[src/rbd_pkg.sv]
// Package for the ring buffer deque: command and status codes, the datapath
// address selector, and the command/status structs between controller and datapath.
// No dependencies.
package rbd_pkg;

   // Command codes carried in the low bits of the request beat. Codes 6 and 7 are unused.
   typedef enum logic [2:0] {
      CMD_PUSH_BACK  = 3'd0,
      CMD_PUSH_FRONT = 3'd1,
      CMD_POP_BACK   = 3'd2,
      CMD_POP_FRONT  = 3'd3,
      CMD_READ       = 3'd4,
      CMD_WRITE      = 3'd5
   } cmd_type;

   // Status codes returned with every response beat.
   typedef enum logic [1:0] {
      STAT_OK    = 2'd0,
      STAT_FULL  = 2'd1,
      STAT_EMPTY = 2'd2,
      STAT_RANGE = 2'd3
   } stat_type;

   // Which physical slot the store is accessed at.
   typedef enum logic [2:0] {
      ADDR_TAIL,
      ADDR_LAST,
      ADDR_POS,
      ADDR_HEAD,
      ADDR_HEAD_DEC
   } addr_sel_type;

   localparam int unsigned REQ_DATA_BITS = 72;
   localparam int unsigned RSP_DATA_BITS = 72;

   // Commands from the controller to the datapath.
   typedef struct packed {
      logic         load_req;
      logic         access;
      addr_sel_type addr_sel;
      logic         mem_we;
      logic         head_inc;
      logic         head_dec;
      logic         cnt_inc;
      logic         cnt_dec;
      stat_type     status;
      logic         rd_ok;
      logic         load_rsp;
   } dp_ctrl_type;

   // Status from the datapath to the controller.
   typedef struct packed {
      cmd_type cmd;
      logic    full;
      logic    empty;
      logic    pos_ok;
   } dp_stat_type;

endpackage

[src/rbd_datapath.sv]
// Datapath of the ring buffer deque: captured request, head pointer, element
// count, the circular store and the response register. Uses rbd_pkg.
module rbd_datapath
   import rbd_pkg::*;
#(
   parameter int unsigned CAPACITY     = 16,
   parameter int unsigned ELEMENT_BITS = 64
) (
   input  logic                     clock,
   input  logic                     reset,
   input  logic [REQ_DATA_BITS-1:0] req_data,
   input  dp_ctrl_type              ctrl,
   output dp_stat_type              stat,
   output logic [RSP_DATA_BITS-1:0] rsp_data
);

   localparam int unsigned PTR_W = $clog2(CAPACITY);
   localparam int unsigned CNT_W = $clog2(CAPACITY + 1);
   localparam int unsigned SUM_W = PTR_W + 1;
   localparam int unsigned IDX_W = (CNT_W > 4) ? CNT_W : 4;
   localparam logic [PTR_W-1:0] LAST_SLOT = PTR_W'(CAPACITY - 1);
   localparam logic [SUM_W-1:0] CAP_SUM   = SUM_W'(CAPACITY);
   localparam logic [CNT_W-1:0] CAP_CNT   = CNT_W'(CAPACITY);

   cmd_type                 cmd_ff;
   logic [ELEMENT_BITS-1:0] value_ff;
   logic [3:0]              pos_ff;
   logic [PTR_W-1:0]        head_ff, head_in;
   logic [CNT_W-1:0]        count_ff, count_in;
   stat_type                status_ff;
   logic                    rd_ok_ff;
   logic [63:0]             rsp_value_ff;
   stat_type                rsp_status_ff;
   logic [4:0]              rsp_occ_ff;

   logic [ELEMENT_BITS-1:0] store [CAPACITY];
   logic [ELEMENT_BITS-1:0] rd_q;

   logic [PTR_W-1:0] head_prev, head_next, addr;
   logic [SUM_W-1:0] logical, slot_sum, slot_wrap;

   always_ff @(posedge clock) begin
      if (ctrl.load_req) begin
         cmd_ff   <= cmd_type'(req_data[2:0]);
         value_ff <= req_data[3 +: ELEMENT_BITS];
         pos_ff   <= req_data[70:67];
      end
   end

   assign stat.cmd    = cmd_ff;
   assign stat.full   = (count_ff == CAP_CNT);
   assign stat.empty  = (count_ff == '0);
   assign stat.pos_ok = (IDX_W'(pos_ff) < IDX_W'(count_ff));

   assign head_prev = (head_ff == '0) ? LAST_SLOT : head_ff - 1'b1;
   assign head_next = (head_ff == LAST_SLOT) ? '0 : head_ff + 1'b1;

   // Slot of a logical index: head plus index, folded once, since the sum
   // stays below twice the capacity.
   always_comb begin
      case (ctrl.addr_sel)
         ADDR_LAST: logical = SUM_W'(count_ff) - 1'b1;
         ADDR_POS:  logical = SUM_W'(pos_ff);
         default:   logical = SUM_W'(count_ff);
      endcase
      slot_sum  = SUM_W'(head_ff) + logical;
      slot_wrap = (slot_sum >= CAP_SUM) ? slot_sum - CAP_SUM : slot_sum;
      case (ctrl.addr_sel)
         ADDR_HEAD:     addr = head_ff;
         ADDR_HEAD_DEC: addr = head_prev;
         default:       addr = slot_wrap[PTR_W-1:0];
      endcase
   end

   // The read data is held until the response register takes it, which may
   // be delayed while the previous response is still waiting.
   always_ff @(posedge clock) begin
      if (ctrl.access) begin
         if (ctrl.mem_we) begin
            store[addr] <= value_ff;
         end
         rd_q <= store[addr];
      end
   end

   always_comb begin
      head_in  = head_ff;
      count_in = count_ff;
      if (ctrl.access) begin
         if (ctrl.head_inc) begin
            head_in = head_next;
         end else if (ctrl.head_dec) begin
            head_in = head_prev;
         end
         if (ctrl.cnt_inc) begin
            count_in = count_ff + 1'b1;
         end else if (ctrl.cnt_dec) begin
            count_in = count_ff - 1'b1;
         end
      end
   end

   always_ff @(posedge clock) begin
      if (reset) begin
         head_ff  <= '0;
         count_ff <= '0;
      end else begin
         head_ff  <= head_in;
         count_ff <= count_in;
      end
   end

   always_ff @(posedge clock) begin
      if (ctrl.access) begin
         status_ff <= ctrl.status;
         rd_ok_ff  <= ctrl.rd_ok;
      end
      if (ctrl.load_rsp) begin
         rsp_value_ff  <= rd_ok_ff ? 64'(rd_q) : 64'd0;
         rsp_status_ff <= status_ff;
         rsp_occ_ff    <= 5'(count_ff);
      end
   end

   assign rsp_data = {1'b0, rsp_occ_ff, rsp_status_ff, rsp_value_ff};

endmodule

[src/rbd_control.sv]
// Controller of the ring buffer deque: request/response handshakes and the
// per-command decision. Uses rbd_pkg.
module rbd_control
   import rbd_pkg::*;
(
   input  logic        clock,
   input  logic        reset,
   input  logic        req_tvalid,
   output logic        req_tready,
   output logic        rsp_tvalid,
   input  logic        rsp_tready,
   input  dp_stat_type stat,
   output dp_ctrl_type ctrl
);

   typedef enum logic [2:0] {
      S_IDLE   = 3'b001,
      S_ACCESS = 3'b010,
      S_RESULT = 3'b100
   } state_type;

   state_type state_ff, state_in;
   logic      rsp_valid_ff, rsp_valid_in;

   assign req_tready = (state_ff == S_IDLE);
   assign rsp_tvalid = rsp_valid_ff;

   always_comb begin
      state_in = state_ff;
      ctrl     = '0;
      ctrl.addr_sel = ADDR_TAIL;
      ctrl.status   = STAT_OK;
      unique case (state_ff)
         S_IDLE: begin
            if (req_tvalid) begin
               ctrl.load_req = 1'b1;
               state_in      = S_ACCESS;
            end
         end
         S_ACCESS: begin
            ctrl.access = 1'b1;
            state_in    = S_RESULT;
            unique case (stat.cmd)
               CMD_PUSH_BACK: begin
                  if (stat.full) begin
                     ctrl.status = STAT_FULL;
                  end else begin
                     ctrl.addr_sel = ADDR_TAIL;
                     ctrl.mem_we   = 1'b1;
                     ctrl.cnt_inc  = 1'b1;
                  end
               end
               CMD_PUSH_FRONT: begin
                  if (stat.full) begin
                     ctrl.status = STAT_FULL;
                  end else begin
                     ctrl.addr_sel = ADDR_HEAD_DEC;
                     ctrl.mem_we   = 1'b1;
                     ctrl.head_dec = 1'b1;
                     ctrl.cnt_inc  = 1'b1;
                  end
               end
               CMD_POP_BACK: begin
                  if (stat.empty) begin
                     ctrl.status = STAT_EMPTY;
                  end else begin
                     ctrl.addr_sel = ADDR_LAST;
                     ctrl.rd_ok    = 1'b1;
                     ctrl.cnt_dec  = 1'b1;
                  end
               end
               CMD_POP_FRONT: begin
                  if (stat.empty) begin
                     ctrl.status = STAT_EMPTY;
                  end else begin
                     ctrl.addr_sel = ADDR_HEAD;
                     ctrl.rd_ok    = 1'b1;
                     ctrl.head_inc = 1'b1;
                     ctrl.cnt_dec  = 1'b1;
                  end
               end
               CMD_READ: begin
                  if (stat.pos_ok) begin
                     ctrl.addr_sel = ADDR_POS;
                     ctrl.rd_ok    = 1'b1;
                  end else begin
                     ctrl.status = STAT_RANGE;
                  end
               end
               CMD_WRITE: begin
                  if (stat.pos_ok) begin
                     ctrl.addr_sel = ADDR_POS;
                     ctrl.mem_we   = 1'b1;
                  end else begin
                     ctrl.status = STAT_RANGE;
                  end
               end
               default: begin
                  // Unused codes leave the state alone and answer OK with zero data.
                  ctrl.status = STAT_OK;
               end
            endcase
         end
         S_RESULT: begin
            if (!rsp_valid_ff || rsp_tready) begin
               ctrl.load_rsp = 1'b1;
               state_in      = S_IDLE;
            end
         end
         default: begin
            state_in = S_IDLE;
         end
      endcase
   end

   always_comb begin
      if (ctrl.load_rsp) begin
         rsp_valid_in = 1'b1;
      end else if (rsp_tready) begin
         rsp_valid_in = 1'b0;
      end else begin
         rsp_valid_in = rsp_valid_ff;
      end
   end

   always_ff @(posedge clock) begin
      if (reset) begin
         state_ff     <= S_IDLE;
         rsp_valid_ff <= 1'b0;
      end else begin
         state_ff     <= state_in;
         rsp_valid_ff <= rsp_valid_in;
      end
   end

endmodule

[src/ring_buffer_deque.sv]
// Top level of the ring buffer deque: controller plus datapath.
// Depends on rbd_pkg, rbd_control and rbd_datapath.
//
// Usage: each request beat carries one command (push back, push front, pop
// back, pop front, read at a logical index, write at a logical index). Every
// request produces exactly one response beat with the popped or read element
// (zero when nothing is returned or the command fails), a status code and the
// element count after the command.
// Sequence: the idle state captures an accepted request, the access state
// addresses the store, and the result state moves the read data into the
// response register once that register is free; the store's registered read
// port sets this order. A new request is accepted only back in the idle state.
// Stalls: the response register holds a finished beat while rsp_tready is low,
// and the block still accepts and works on the next request; it waits only
// before loading a second response over one that was not taken.
// Reset: synchronous and active high; the deque comes out empty with the head
// at slot zero. The store is not cleared, since only live entries are read.
module ring_buffer_deque
   import rbd_pkg::*;
#(
   parameter int unsigned CAPACITY     = 16,
   parameter int unsigned ELEMENT_BITS = 64
) (
   input  logic                     clock,
   input  logic                     reset,
   input  logic                     req_tvalid,
   output logic                     req_tready,
   // Fields from bit 0 up: cmd[2:0], element_value[66:3], position[70:67], zero[71].
   input  logic [REQ_DATA_BITS-1:0] req_tdata,
   output logic                     rsp_tvalid,
   input  logic                     rsp_tready,
   // Fields from bit 0 up: read_value[63:0], status[65:64], occupancy[70:66], zero[71].
   output logic [RSP_DATA_BITS-1:0] rsp_tdata
);

   dp_ctrl_type ctrl;
   dp_stat_type stat;

   rbd_control u_control (
      .clock      (clock),
      .reset      (reset),
      .req_tvalid (req_tvalid),
      .req_tready (req_tready),
      .rsp_tvalid (rsp_tvalid),
      .rsp_tready (rsp_tready),
      .stat       (stat),
      .ctrl       (ctrl)
   );

   rbd_datapath #(
      .CAPACITY     (CAPACITY),
      .ELEMENT_BITS (ELEMENT_BITS)
   ) u_datapath (
      .clock    (clock),
      .reset    (reset),
      .req_data (req_tdata),
      .ctrl     (ctrl),
      .stat     (stat),
      .rsp_data (rsp_tdata)
   );

   // A request moves the controller out of idle, so no second beat is taken.
   a_one_at_a_time: assert property (@(posedge clock) disable iff (reset)
      (req_tvalid && req_tready) |=> !req_tready)
      else $error("request accepted while a command is in flight");

   // A failed command never returns data.
   a_fail_zero: assert property (@(posedge clock) disable iff (reset)
      (rsp_tvalid && rsp_tdata[65:64] != STAT_OK) |-> (rsp_tdata[63:0] == 64'd0))
      else $error("failed command returned nonzero data");

   // An empty rejection reports a count of zero.
   a_empty_count: assert property (@(posedge clock) disable iff (reset)
      (rsp_tvalid && rsp_tdata[65:64] == STAT_EMPTY) |-> (rsp_tdata[70:66] == 5'd0))
      else $error("empty status with nonzero occupancy");

   // A full rejection reports the capacity as the count.
   a_full_count: assert property (@(posedge clock) disable iff (reset)
      (rsp_tvalid && rsp_tdata[65:64] == STAT_FULL) |-> (rsp_tdata[70:66] == 5'(CAPACITY)))
      else $error("full status with occupancy below capacity");

   // The datapath never reports the deque as both full and empty.
   a_full_empty: assert property (@(posedge clock) disable iff (reset)
      !(stat.full && stat.empty))
      else $error("deque flagged full and empty at once");

endmodule

[config.mk]
export PLATFORM = sky130hd
export DESIGN_NAME = ring_buffer_deque
export DESIGN_NICKNAME = d
export VERILOG_FILES = /design/src/rbd_pkg.sv /design/src/rbd_datapath.sv /design/src/rbd_control.sv /design/src/ring_buffer_deque.sv
export SDC_FILE = /design/constraint.sdc
export NUM_CORES = 1
export LEC_CHECK = 0
export BUFFER_PORTS_ARGS = -buffer_cell sky130_fd_sc_hd__buf_2
export CORE_MARGIN = 5
export CORE_UTILIZATION = 40
export DETAILED_ROUTE_END_ITERATION = 10
export MAX_ROUTING_LAYER = met4
export PLACE_DENSITY = 0.67
export SLEW_MARGIN = 40
export SYNTH_ARGS = -nofsm -noshare
export SYNTH_HDL_FRONTEND = slang
export SYNTH_SLANG_ARGS = --single-unit
[constraint.sdc]
create_clock -name clock -period 14.8 [get_ports clock]
set_input_delay 1.48 -clock clock [delete_from_list [all_inputs] [get_ports clock]]
set_output_delay 1.48 -clock clock [all_outputs]
set_load 0.005 [all_outputs]
Word-level counts from Yosys, hierarchy flattened
Memories as Yosys holds them, arrays and structs flattened. A register that Yosys moved wholly into a read port is not among the register bits.
Cells that the tools add are included.
- magnitude comparators: 2
- equality and inequality tests: 16
- add/sub/neg operators: 6
- reductions and logical operators: 14
- mux-type cells: 43
- operators by type and width (cell ; count):
    two-way mux 4 bit ; 6
    two-way mux 1 bit ; 18
    case mux 3 bit (6 select lines) ; 1
    equality test 3 x 2 -> 1 bit, second input constant ; 5
    equality test 3 bit, second input constant ; 4
    two-way mux 12 bit ; 1
    two-way mux 2 bit ; 5
    two-way mux 5 bit ; 2
    case mux 5 bit (2 select lines) ; 1
    equality test 3 x 1 -> 1 bit, second input constant ; 3
    two-way mux 3 bit ; 3
    case mux 3 bit (3 select lines) ; 1
    case mux 4 bit (2 select lines) ; 1
    subtractor 4 x 1 -> 4 bit, second input constant ; 2
    case mux 2 bit (3 select lines) ; 1
    AND reduction 2 bit ; 3
    nonzero test 2 bit ; 3
    OR reduction 2 bit ; 3
    adder 4 x 5 -> 5 bit ; 1
    adder 5 x 1 -> 5 bit, second input constant ; 1
    equality test 5 bit, second input constant ; 1
    >= comparator 5 bit, second input constant ; 1
    zero test 5 bit ; 1
    < comparator 4 x 5 -> 1 bit ; 1
    other kinds (11) ; 12
- output and inout port bits: 74
- memories: 1
- input port bits: 76
- bits in writable memories: 1024
- logic and storage cells: 94
- bits in registers: 158
- memories (name ; depth ; bits a word ; read ports ; clocked after Yosys merged registers in ; wr ports ; line ; source):
    u_datapath.store ; 16 ; 64 ; 1 ; 1 ; 1 ; rbd_datapath.sv:36 ; logic [ELEMENT_BITS-1:0] store [CAPACITY];

Longest topological paths before layout
- depth after elaboration: 10
- depth in mapped cells: 21
- mapped depth without buffers: 16

By module
From an unflattened synthesis, not the netlist that was laid out.
- cell total of the unflattened synthesis: 2606
- area, all modules: 49294.8 um2
- by module, submodules not included (module ; instances ; sequential area each (um2) ; area each (um2) ; cells each):
    rbd_datapath ; 1 ; 37205.7 ; 48935.7 ; 2559
    rbd_control ; 1 ; 80.1 ; 359.1 ; 47

Worst setup path after synthesis
No wires, ideal clock.
- path kind: register to register
- start: register u_datapath.count_ff[2]
- end: memory u_datapath.store[10][0] (enable)
- setup slack: 4.004 ns
- cell stages (with the launch flop): 17
- period minus slack after synthesis: 10.796 ns
- setup time: 0.666 ns
- data required time: 14.134 ns
- path buffers: 3
- data arrival time: 10.129 ns
- cell sequence: dfxtp_1 buf_2 inv_1 ha_1 a2111oi_1 o311a_1 nor2_1 a221o_1 ha_1 inv_1 fa_1 nor2_1 o21ai_1 o211a_2 buf_2 clkbuf_1 nor4b_1
- cells in the longest elaborated chain, start to end: 10
- elaborated cells on any way between the ends: 26
- those cells by class: 3 x add/sub; 2 x order compare; 5 x eq/ne; 15 x mux; 1 x reduce/logical
- ends and longest elaborated chain (item ; line ; source):
    start: declaration ; rbd_datapath.sv:29 ; logic [CNT_W-1:0] count_ff, count_in;
    start signal: assignment ; rbd_datapath.sv:109 ; count_ff <= count_in;
    < comparator 4 x 5 -> 1 bit (tied with other cells) ; rbd_datapath.sv:53 ; assign stat.pos_ok = (IDX_W'(pos_ff) < IDX_W'(count_ff));
    two-way mux 3 bit (tied with other cells) ; rbd_control.sv:91 ; if (stat.pos_ok) begin
    case mux 3 bit (6 select lines) ; rbd_control.sv:43 ; unique case (stat.cmd)
    two-way mux 12 bit ; rbd_control.sv:33 ; unique case (state_ff)
    equality test 3 x 2 -> 1 bit / equality test 3 x 1 -> 1 bit (equally long branches) ; rbd_datapath.sv:61 ; case (ctrl.addr_sel)
    case mux 5 bit (2 select lines) ; rbd_datapath.sv:61 ;
    adder 4 x 5 -> 5 bit ; rbd_datapath.sv:66 ; slot_sum = SUM_W'(head_ff) + logical;
    subtractor 4 x 1 -> 4 bit / >= comparator 5 bit (equally long branches) ; rbd_datapath.sv:67 ; slot_wrap = (slot_sum >= CAP_SUM) ? slot_sum - CAP_SUM : slot_sum;
    two-way mux 4 bit ; rbd_datapath.sv:67 ;
    case mux 4 bit (2 select lines) ; rbd_datapath.sv:68 ; case (ctrl.addr_sel)
    end: declaration ; rbd_datapath.sv:36 ;
Parallel ways exist; a longest one is shown, timed or not.

Worst setup path in the final report
- start: register u_datapath.count_ff[2]
- end: register u_datapath.rd_q[27], read port of u_datapath.store (data pin)
- cells in the longest elaborated chain, start to end: 10
- elaborated cells on any way between the ends: 21
- those cells by class: 3 x add/sub; 2 x order compare; 5 x eq/ne; 10 x mux; 1 x reduce/logical
- ends and longest elaborated chain (item ; line ; source):
    < comparator 4 x 5 -> 1 bit (tied with other cells) ; rbd_datapath.sv:53 ;
    two-way mux 3 bit (tied with other cells) ; rbd_control.sv:91 ;
    case mux 3 bit (6 select lines) ; rbd_control.sv:43 ;
    two-way mux 12 bit ; rbd_control.sv:33 ;
    equality test 3 x 2 -> 1 bit / equality test 3 x 1 -> 1 bit (equally long branches) ; rbd_datapath.sv:61 ;
    case mux 5 bit (2 select lines) ; rbd_datapath.sv:61 ;
    adder 4 x 5 -> 5 bit ; rbd_datapath.sv:66 ;
    subtractor 4 x 1 -> 4 bit / >= comparator 5 bit (equally long branches) ; rbd_datapath.sv:67 ;
    two-way mux 4 bit ; rbd_datapath.sv:67 ;
    case mux 4 bit (2 select lines) * ; rbd_datapath.sv:68 ;
    end: declaration ; rbd_datapath.sv:37 ; logic [ELEMENT_BITS-1:0] rd_q;
Every way passes the cells marked *; elsewhere a longest branch is shown, timed or not.
A chain may end at the register's enable or synchronous reset.

==> impl_metrics.csv <==
group,metric,value,unit
clocking,clk_latency,0.78,ns
setup_path,crit_cells,18,
synthesis,synth_edf_count,1233,
setup_path,path_class,"reg2reg",
detailed_routing,drc,0,
synthesis,ys_types,68,
pwr,p_per_area,117,nW/µm²
timing,hold_violations,0,
global_route,grt_pass1_vias,38300,
synthesis,ys_async_sr_fraction,0,%
run_status,status,"finished, final reports clean",
timing,period_needed,6.78,ns
detailed_routing,wl_per_cell,24.8,µm
die,design.die.area,152000,µm²
die,start_util,40.3,%
setup_path,required,15.38,ns
pwr,swShare,20.9,%
setup_path,worstReg2RegStart,"u_datapath.count_ff[2]",
clocking,cts-buffers-inserted,139,
setup_path,cp-start-kind,"flip-flop",
synthesis,yosys.area.top_type,"edfxtp_1",
pwr,irDropWorstVdd,101,µV
clocking,post_cts_buffers,0,
clocking,htree_num_levels,4,
timing,tns,0,ns
die,fp-row-count,139,
die,die-width,390,µm
pwr,leakagePower,21.4,nW
pwr,p_int,6.01,mW
timing,tightest_slew,0.897,ns
detailed_routing,vias_per_cell,6.29,
setup_path,cp_slowest_cell,"buf_4",
setup_path,path_cells,"inv_1, ha_1, a2111oi_1, o311a_1, nor2_1, a221o_1, ha_4, inv_1, fa_1, nor2_1, o21ai_1, o211ai_4, buf_4, buf_4, buf_4, a2111oi_0, or4_1, mux2i_1",
timing,setup_violations,0,
global_route,grt_util_all_layers,20.2,%
placed_design,preCtsSetupSlack,7.98,ns
synthesis,synthFlopType,"edfxtp_1",
pwr,seqPwrFrac,52.3,%
placed_design,gp_congestion,0.766,
pwr,p_clk_share,45.7,%
setup_path,rrSetupSlack,8.02,ns
timing,fin_worst_skew,0.0276,ns
pwr,switchingPower,1.58,mW
timing,slew-limit-headroom,40.2,%
hold_path,hold_path_startpoint,"u_datapath.status_ff[1]",
detailed_routing,drt_iter0_markers,4093,
timing,finalWorstSetupSlack,8.02,ns
layout,nets,4333,
setup_path,cp.arrival,7.36,ns
detailed_routing,dr.pass1.iters,8,
hold_path,hp-class,"reg2reg",
synthesis,syn-num-nets,4458,
detailed_routing,wl,155000,µm
global_route,grt_pass1_wl,233000,µm
synthesis,ys_ff_latch,1246,
synthesis,yosys.area.top_type_share,63.9,%
layout,drive_gt1_share,10.9,%
layout,final_cell_mix,"edfxtp_1 (1,233), nor2_1 (279), inv_1 (267), nand3_1 (260), mux2i_1 (260)",
detailed_routing,antenna_left,0,
global_route,grt_max_degree,189,
die,ios,150,
synthesis,yosysWarnings,0,
layout,final_common_cell,"edfxtp_1",
placed_design,dp_hpwl,77600,µm
timing,slew_viol_final,0,
timing,period_share,45.8,%
global_route,grt_antenna_before_repair,9,
pwr,fin_total_pwr,7.59,mW
setup_path,critPathMaxStageDelay,0.79,ns
die,coreArea,144000,µm²
synthesis,synthCells,4369,
timing,rsz0062_at_grt,"false",
setup_path,worst_setup_path_end_kind,"flip-flop",
clocking,hold_buffers,0,
setup_path,crit_top_cell,"buf_4",
setup_path,r2r_end,"u_datapath.rd_q[27]",
clocking,cts.sinks,1246,
synthesis,synthTopCellsByArea,"edfxtp_1 (64%), mux2i_1 (4.5%), a2111oi_0 (3.9%)",
clocking,cts-root-buf,"clkbuf_16",
timing,fmax,0.148,GHz
setup_path,rr_worst_depth,18,
setup_path,path_buf_inv,5,
clocking,cts.clk_slew.worst_paths,0.06,ns
setup_path,crit_family,"buffers and inverters",
flow_run,maxCapViolations,0,
pwr,comb_power_share,2.0,%
clocking,cts_buffer_depth,3,
layout,syn_to_final_growth,11.8,%
hold_path,min_to,"u_datapath.rsp_status_ff[1]",
synthesis,syn_area_per_cell,13.3,µm²
clocking,cts_resized,0,
clocking,tritoncts,"done",
placed_design,portBuffers,147,
setup_path,worstPathMaxFanout,49,
die,die_height,390,µm
global_route,grt-ovfl-total,0,
synthesis,synthesis.area,57900,µm²
hold_path,whs_path_depth,0,
detailed_routing,vias,39400,
synthesis,ys_seq_area_share,64.4,%
synth_stat cells (3+ instances only):
| cell type | n |
|---|---|
| and3_1 | 257 |
| and2_1 | 70 |
| a211o_1 | 256 |
| buf_4 | 24 |
| dfxtp_1 | 13 |
| nand2_1 | 16 |
| o2111ai_1 | 256 |
| a2111oi_0 | 258 |
| o21ai_0 | 6 |
| nor2_1 | 279 |
| or4_1 | 65 |
| a211oi_1 | 3 |
| a32oi_1 | 257 |
| xor2_1 | 3 |
| nor3_1 | 16 |
| and4_1 | 4 |
| clkbuf_1 | 383 |
| buf_1 | 14 |
| a21oi_1 | 8 |
| nand3_1 | 260 |
| o21ai_1 | 3 |
| nor2b_1 | 3 |
| nor4_1 | 4 |
| xnor2_1 | 4 |
| edfxtp_1 | 1233 |
| mux2i_1 | 260 |
| buf_2 | 78 |
| a21o_1 | 3 |
| inv_1 | 268 |
| ha_1 | 12 |
| nor4b_1 | 5 |
| nand2b_1 | 5 |
power groups by stage:
stage / clock network (mW) / registers, mW / logic [mW]
after floorplan: 0 / 4.01 / 0.102
after global placement: 0 / 4.04 / 0.150
after detailed placement: 0 / 4.04 / 0.154
after CTS: 3.53 / 3.97 / 0.155
after global routing: 3.68 / 3.97 / 0.169
final: 3.47 / 3.97 / 0.154
cells by family after synthesis:
logic type	share of synthesized area (%)
buffers and inverters	5.33
and+or+nand+nor	9.27
adders and majority gates	0.294
muxes	4.49
DFF	64.4
xor gates and xnor gates	0.106
other	0.00648
AOI/OAI and AO/OA	16.1
flip-flops by register name, summed over array words and instances, names as in the netlist:
signal	cells
u_datapath.store	1024
u_datapath.rd_q	64
u_datapath.rsp_value_ff	64
u_datapath.value_ff	64
u_datapath.count_ff	5
u_datapath.rsp_occ_ff	5
u_datapath.head_ff	4
u_datapath.pos_ff	4
u_control.state_ff	3
u_datapath.cmd_ff	3
u_datapath.rsp_status_ff	2
u_datapath.status_ff	2
u_control.rsp_tvalid	1
u_datapath.rd_ok_ff	1
stage by stage:
step	util [%]	hold slack (ns)	instances	instance area, µm²
after floorplan	-	0.400	4369	57900
after global placement	41.5	0.412	5995	59800
after detailed placement	41.7	0.411	6001	60000
after CTS	44.9	0.426	6252	64600
after global routing	45.0	0.441	6259	64700
final	45.0	0.423	6259	64700
how the worst max path moves through the flow:
| stage | start | endpoint | slack (ns) |
|---|---|---|---|
| after floorplan | u_datapath.count_ff[2] | u_datapath.store[10][0] | 4.00 |
| after global placement | u_datapath.count_ff[2] | u_datapath.rd_q[4] | 7.98 |
| after detailed placement | u_datapath.count_ff[2] | u_datapath.rd_q[27] | 7.98 |
| after CTS | u_datapath.count_ff[2] | u_datapath.rd_q[27] | 7.96 |
| after global routing | u_datapath.count_ff[2] | u_datapath.rd_q[27] | 7.49 |
| final | u_datapath.count_ff[2] | u_datapath.rd_q[27] | 8.02 |
cell type report:
| cell class | count | area, µm² |
|---|---|---|
| flip-flops and latches | 1246 | 37300 |
| fillers | 12500 | 79100 |
| multi-input cells | 2354 | 17700 |
| clock buffers | 165 | 3660 |
| diodes | 2 | 5.00 |
| clock inverters | 86 | 920 |
| repair buffers | 235 | 1770 |
| well taps | 1903 | 2380 |
| inverters | 268 | 1010 |
worst register-to-register path: cells and delay by family (launching register included):
family | cells | cell delay (ns)
buf+inv | 5 | 2.21
compound gates | 6 | 1.79
fa+ha+maj | 3 | 0.93
simple gates | 3 | 0.78
flops | 1 | 0.65
mux | 1 | 0.24
routing by layer:
metal | vias up | share of wire, % | GRT usage, %
met2 | 1607 | 48 | 32.6
met3 | 286 | 6.9 | 3.34
met1 | 20000 | 42 | 25.9
met4 | 0 | 3.2 | 7.55
li1 | 17500 | - | -
met5 | - | 0 | -
(Power assumes the default switching activity.)
